`config.mk`:
```
export PLATFORM = sky130hd
export DESIGN_NAME = oclt_ctrl
export DESIGN_NICKNAME = d
export VERILOG_FILES = /design/src/design/oclt_pkg.sv /design/src/design/oclt_ctrl.sv
export SDC_FILE = /design/constraint.sdc
export NUM_CORES = 1
export LEC_CHECK = 0
export ABC_AREA = 1
export BUFFER_PORTS_ARGS = -buffer_cell sky130_fd_sc_hd__buf_2
export CORE_AREA = 2 2 39 41
export CTS_CLUSTER_DIAMETER = 200
export DETAILED_ROUTE_END_ITERATION = 6
export DIE_AREA = 0 0 41 43
export SYNTH_ARGS = -nofsm -noshare
export SYNTH_HDL_FRONTEND = slang
export SYNTH_SLANG_ARGS = --single-unit
```
`constraint.sdc`:
```
create_clock -name clk -period 2.8 [get_ports clk]
set_input_delay 0.42 -clock clk [delete_from_list [all_inputs] [get_ports clk]]
set_output_delay 0.42 -clock clk [all_outputs]
set_load 0.03 [all_outputs]
```
`src/design/oclt_pkg.sv`:
```
// Shared types, constants and ring helpers for the ordered configuration log table.
`default_nettype none

package oclt_pkg;

	// Table depth and derived widths
	localparam int CAPACITY = 64;
	localparam int PTR_W    = (CAPACITY > 1) ? $clog2(CAPACITY) : 1;
	localparam int CNT_W    = $clog2(CAPACITY + 1);
	localparam int IDX_W    = 63;
	localparam int TERM_W   = 32;
	localparam int HDL_W    = 32;

	typedef logic [PTR_W-1:0]  ptr_t;
	typedef logic [CNT_W-1:0]  cnt_t;
	typedef logic [CNT_W:0]    sum_t;
	typedef logic [IDX_W-1:0]  idx_t;
	typedef logic [TERM_W-1:0] term_t;
	typedef logic [HDL_W-1:0]  hdl_t;

	typedef struct packed {
		idx_t  idx;
		term_t term;
		hdl_t  hdl;
	} entry_t;

	typedef enum logic [2:0] {
		OP_ADD          = 3'd0,
		OP_TRUNC_PREFIX = 3'd1,
		OP_TRUNC_SUFFIX = 3'd2,
		OP_SET_SNAP     = 3'd3,
		OP_GET          = 3'd4
	} op_t;

	typedef enum logic [2:0] {
		ST_OK       = 3'd0,
		ST_ORDER    = 3'd1,
		ST_OLDER    = 3'd2,
		ST_NOTFOUND = 3'd3,
		ST_FULL     = 3'd4
	} status_t;

	typedef enum logic [2:0] {
		S_IDLE,
		S_DECIDE,
		S_SRCH,
		S_CMP,
		S_FETCH,
		S_EXEC,
		S_RESP
	} state_t;

	// Commands from controller to datapath
	typedef struct packed {
		logic capture;
		logic srch_rd;
		logic srch_upd;
		logic fetch_rd;
		logic exec;
		logic resp;
	} oclt_cmd_t;

	// Status from datapath to controller
	typedef struct packed {
		logic need_search;
		logic srch_done;
		logic need_fetch;
		logic out_free;
	} oclt_sts_t;

	// Ring slot of the entry at offset off from the oldest one (off up to CAPACITY)
	function automatic ptr_t ring_pos(ptr_t head, cnt_t off);
		sum_t sum;
		sum = sum_t'(head) + sum_t'(off);
		if (sum >= sum_t'(CAPACITY)) begin
			sum = sum - sum_t'(CAPACITY);
		end
		return sum[PTR_W-1:0];
	endfunction

endpackage

`default_nettype wire

```
`src/design/oclt_ctrl.sv`:
```
// Sequencing state machine: capture, binary search, fetch, execute, respond.
`default_nettype none

module oclt_ctrl import oclt_pkg::*; (
	input  wire logic      clk,
	input  wire logic      arst_n,
	input  wire logic      in_valid,
	output logic           in_stall,
	input  wire oclt_sts_t sts,
	output oclt_cmd_t      cmd
);

	state_t state_q;
	state_t state_nxt;

	// Advance state
	always_ff @(posedge clk or negedge arst_n) begin
		if (!arst_n) begin
			state_q <= S_IDLE;
		end else begin
			state_q <= state_nxt;
		end
	end

	// Next state
	always_comb begin
		state_nxt = state_q;
		case (state_q)
			S_IDLE: begin
				if (in_valid) state_nxt = S_DECIDE;
			end
			S_DECIDE: begin
				state_nxt = sts.need_search ? S_SRCH : S_EXEC;
			end
			S_SRCH: begin
				if (sts.srch_done) begin
					state_nxt = sts.need_fetch ? S_FETCH : S_EXEC;
				end else begin
					state_nxt = S_CMP;
				end
			end
			S_CMP:   state_nxt = S_SRCH;
			S_FETCH: state_nxt = S_EXEC;
			S_EXEC:  state_nxt = S_RESP;
			S_RESP: begin
				if (sts.out_free) state_nxt = S_IDLE;
			end
			default: state_nxt = S_IDLE;
		endcase
	end

	// Outputs
	always_comb begin
		cmd      = '0;
		in_stall = 1'b1;
		case (state_q)
			S_IDLE: begin
				in_stall    = 1'b0;
				cmd.capture = in_valid;
			end
			S_DECIDE: ;
			S_SRCH:  cmd.srch_rd  = !sts.srch_done;
			S_CMP:   cmd.srch_upd = 1'b1;
			S_FETCH: cmd.fetch_rd = 1'b1;
			S_EXEC:  cmd.exec     = 1'b1;
			S_RESP:  cmd.resp     = sts.out_free;
			default: ;
		endcase
	end

	// A taken word blocks the input until its result is out
	a_stall_after_accept: assert property (@(posedge clk) disable iff (!arst_n)
		(in_valid && !in_stall) |=> in_stall)
		else $error("input not stalled after accepting a word");

	// Every search read is followed by its compare
	a_read_then_compare: assert property (@(posedge clk) disable iff (!arst_n)
		cmd.srch_rd |=> cmd.srch_upd)
		else $error("search read not followed by compare");

	// At most one command per cycle
	a_one_cmd: assert property (@(posedge clk) disable iff (!arst_n)
		$onehot0(cmd))
		else $error("more than one command in a cycle");

endmodule

`default_nettype wire

```
Word level (Yosys, flattened, before mapping)
Index checks and enable logic that the tools add are counted.
{"block": "classes", "n_addsub": 0, "mul": 0, "n_div": 0, "n_lt_le_gt_ge": 0, "n_eq_ne": 8, "shift": 0, "muxes": 13, "n_bitwise": 0, "reduce_logical": 3}
{"operator": "3-bit one-hot mux with 7 select lines", "count": 1}
{"operator": "3-bit 2-to-1 mux", "count": 4}
{"operator": "3-bit equality test (second input constant)", "count": 3}
{"operator": "1-bit 2-to-1 mux", "count": 8}
{"operator": "3-bit by 2-bit equality test with 1-bit output (second input constant)", "count": 2}
{"operator": "2-bit != test (second input constant)", "count": 2}
{"operator": "3-bit by 1-bit equality test with 1-bit output (second input constant)", "count": 1}
{"operator": "3-bit zero test", "count": 1}
{"operator": "2-bit AND reduction", "count": 1}
{"operator": "1-bit zero test", "count": 1}
{"block": "word_totals", "ff_bits": 3, "latch_bits": 0, "ramBits": 0, "romBits": 0, "inputBits": 7, "output_inout_bits": 7, "elab_cells": 25, "mem_count": 0}

Longest topological paths before layout
{"block": "depth", "depth_word": 3, "ltp_mapped": 7}

Worst setup path before layout
Ideal clock, no wire load.
{"block": "synth_path", "path_type": "flip-flop to output port", "from": "reg state_q[0]", "to": "out cmd[5] (netlist bit)", "t_arrival_ps": 1303, "required_ps": 2380, "setup_slack_ps": 1077, "path_stages_with_launch": 5, "path_buffers": 1, "cell_sequence": "dfrtp_1 buf_6 nor2_2 nand2_1 nor2_1"}
{"element": "start, declared", "line": "oclt_ctrl.sv:13", "source": "state_t state_q;"}
{"element": "start signal, assigned", "line": "oclt_ctrl.sv:21", "source": "state_q <= state_nxt;"}
{"element": "end, declared", "line": "oclt_ctrl.sv:10", "source": "output oclt_cmd_t cmd"}

==> results.toml <==
[run_status]
status = "finished clean"

[clock_network]
clock_tree.htree_level_count = 1
worstSkewPairLatency_ps = 240
cts.hold.buffers_added = 1
clock_tree_root = "clkbuf_4"
max-clock-path-buffers = 2
cts_made_buffers = 3
path_clk_slew_ps = 40
postCtsSetupRepairBufs = 0
number_of_sinks_on_the_clock_net = 3
postCtsResizedCells = 0
tritoncts_clock_tree = "built"

[sta]
setup_repair_after_global_routing_missed_its_margin = "no"
maxSlewViolCount = 0
period_minus_slack_ps = 1680
maxSlewHeadroom_pct = 81.4
final-setup-viol-count = 0
setup-tns-final_ps = 0
hold_viol_final = 0
final_worst_path_cycle_share_pct = 59.9
max_freq_mhz = 596
worst_clock_skew_ps = 3.26
tightest_slew_ps = 280

[critical_path]
crit_fanout = 8
timing.critical_path.from_type = "flip-flop"
worst_path_required_ps = 2380
cp_data_arrival_time_ps = 1260
timing.reg2reg.worst_path_depth = 6
r2r_setup_slack_ps = 1760
timing.critical_path.to_type = "primary output"
cp_slowest_stage_delay_ps = 460
critical_path_class = "flip-flop to primary output"
timing.critical_path.cells = "nor2_2 -> nand2_1 -> nor2_1 -> buf_2"
cp_slowest_cell = "dfrtp_1"

[synthesis]
synth_top_family_by_area = "simple AND/OR/NAND/NOR gates"
synth_top_cells_by_area = "dfrtp_1, inv_1, nand4_1, nand3_1, nand2_1"
synth.net_count = 48
synth.top_cells.by_count = "inv_1, nand2_1, nand3_1, nand4_1"
post_synth_num_cell_types = 13
avg_cell_area_syn_sq_um = 6.47
syn_area_sq_um = 265
seq_total_area_yosys_pct = 28.3
share_of_the_synthesized_area_in_compound_gates_ao_oa_aoi_oai_pct = 1.89
simple_gate_share_of_the_synthesized_area_pct = 45.8
ys_ff_latch = 3
number_of_flops_mapped_to_enable_cells_by_yosys = 0
synthArstFlopShare_pct = 100
synth_largest_area_cell = "dfrtp_1"
yosys.area_share.xor_xnor_pct = 0
yosysMostFrequentCell = "inv_1"
portion_of_netlist_area_occupied_by_mux_cells_pct = 0
synth_ff_type = "dfrtp_1"
yosys.area_share.adder_pct = 0
synthesis.instances = 41
synth_top_cell_area_share_pct = 28.3
synth-warning-count = 0

[cells_and_area]
post-route-util_pct = 27.1
drive_gt1_share_pct = 37.9
antenna-diode-count = 0
regMostFlops = "state_q"
reg_top3 = "state_q (3)"
final_net_count = 66
largest_register_ffs = 3
area_overhead_of_the_layout_relative_to_synthesis_pct = 41.5

[grt]
grt_max_degree = 9
use_met1_pct = 8.79
remaining_global_route_overflow = 0
top_usage_layer = "met2"
met2_usage_pct = 11.3
groute.usage.overall_pct = 7.56
met3_usage_pct = 0
first_pass_grt_wire_length_um = 883
first_global_vias = 249
antenna_violations_before_repair = 0

[min_path]
min_path_cells = 3
path_type_of_the_worst_min_delay_path = "input port to flip-flop"

[route]
final_antenna_net_count = 0
drt-wirelength-per-cell_um = 8.04
routed_wirelength_um = 595
detail_route.drc_violations = 0
vias = 311
dr.pass1.iters = 4
vias_per_cell = 4.20
dr.first_iter.drc_count = 6

[floorplanning]
dieArea_sq_um = 1760
ioPinCount = 14
fp.dieW_um = 41
core_region_area_sq_um = 1380
core.rowCount = 14
fp.dieH_um = 43
initial_utilization_pct = 19.2

[job]
drv_cap = 0

[placement]
buffer_ports.inserted = 13
detailed_place_hpwl_um = 471
gp_routability_congestion = 0.878

[power]
vdd_ir_drop_max_uv = 364
power_per_cell_area_nw_per_um2 = 1160
power_leakage_nw = 0.232
-- final timing paths --
kind,startpoint,to
setup / recovery,state_q[0],cmd[5]
hold / removal,sts[3],state_q[1]
setup reg to reg,state_q[0],state_q[0]
hold reg to reg,state_q[1],state_q[1]
max in group asynchronous,arst_n,state_q[0]
min in group asynchronous,arst_n,state_q[1]
-- placed cells by master (no fill, tap or decap) --
cell / count
buf_2: 13
inv_1: 11
nand2_1: 6
nand3_1: 5
nand4_1: 5
inv_2: 3
clkbuf_4: 3
dfrtp_1: 3
nor2_1: 2
nor2_2: 1
nor2_4: 1
nor3_1: 1
nor4_2: 1
o21ai_0: 1
clkbuf_1: 1
dlygate4sd3_1: 1
-- routing by layer --
metal	vias to the layer above	share of wire, %	wire (um)
li1	163	-	-
met1	138	45	266
met2	8	48	286
met3	2	3.9	23
met4	0	3.2	19
met5	-	0	0
-- critical path: cells and delay by family (launching register included) --
| kind | cells | cell delay, ps |
|---|---|---|
| buf+inv | 1 | 200 |
| simple gates | 3 | 360 |
| flops | 1 | 460 |
-- layout make-up --
class,instances,area (sq um)
Fill cell,148,1010
Multi-Input combinational cell,23,126
Sequential cell,3,75.1
Timing Repair Buffer,14,75.1
Inverter,14,52.6
Clock buffer,4,26.3
Tap cell,16,20.0
-- power by group --
part           switching [W]  internal [W]   total, W
Sequential         0.0000391     0.0000660   0.000105
Clock              0.0000247     0.0000536  0.0000782
Combinational       0.000173     0.0000778   0.000251
Total               0.000237      0.000197   0.000434
-- per-stage QoR --
stage | instances | area (sq um) | hold WS [ps] | total power (W) | worst slack, ps
2_1_floorplan | 41 | 265 | 124 | 0.000310 | 1080
3_3_place_gp | 69 | 339 | 219 | 0.000358 | 1360
3_5_place_dp | 69 | 339 | 218 | 0.000357 | 1350
4_1_cts | 74 | 375 | 486 | 0.000437 | 1090
5_1_grt | 74 | 375 | 499 | 0.000469 | 1040
6_report | 74 | 375 | 487 | 0.000434 | 1120
-- cell families (layout without fill, tap and decap cells) --
family | count (synthesis) | in the layout
flops | 3 | 3
simple gates | 22 | 22
compound gates | 1 | 1
buf+inv | 15 | 32
Note: power is estimated with default switching activity, not from simulation.
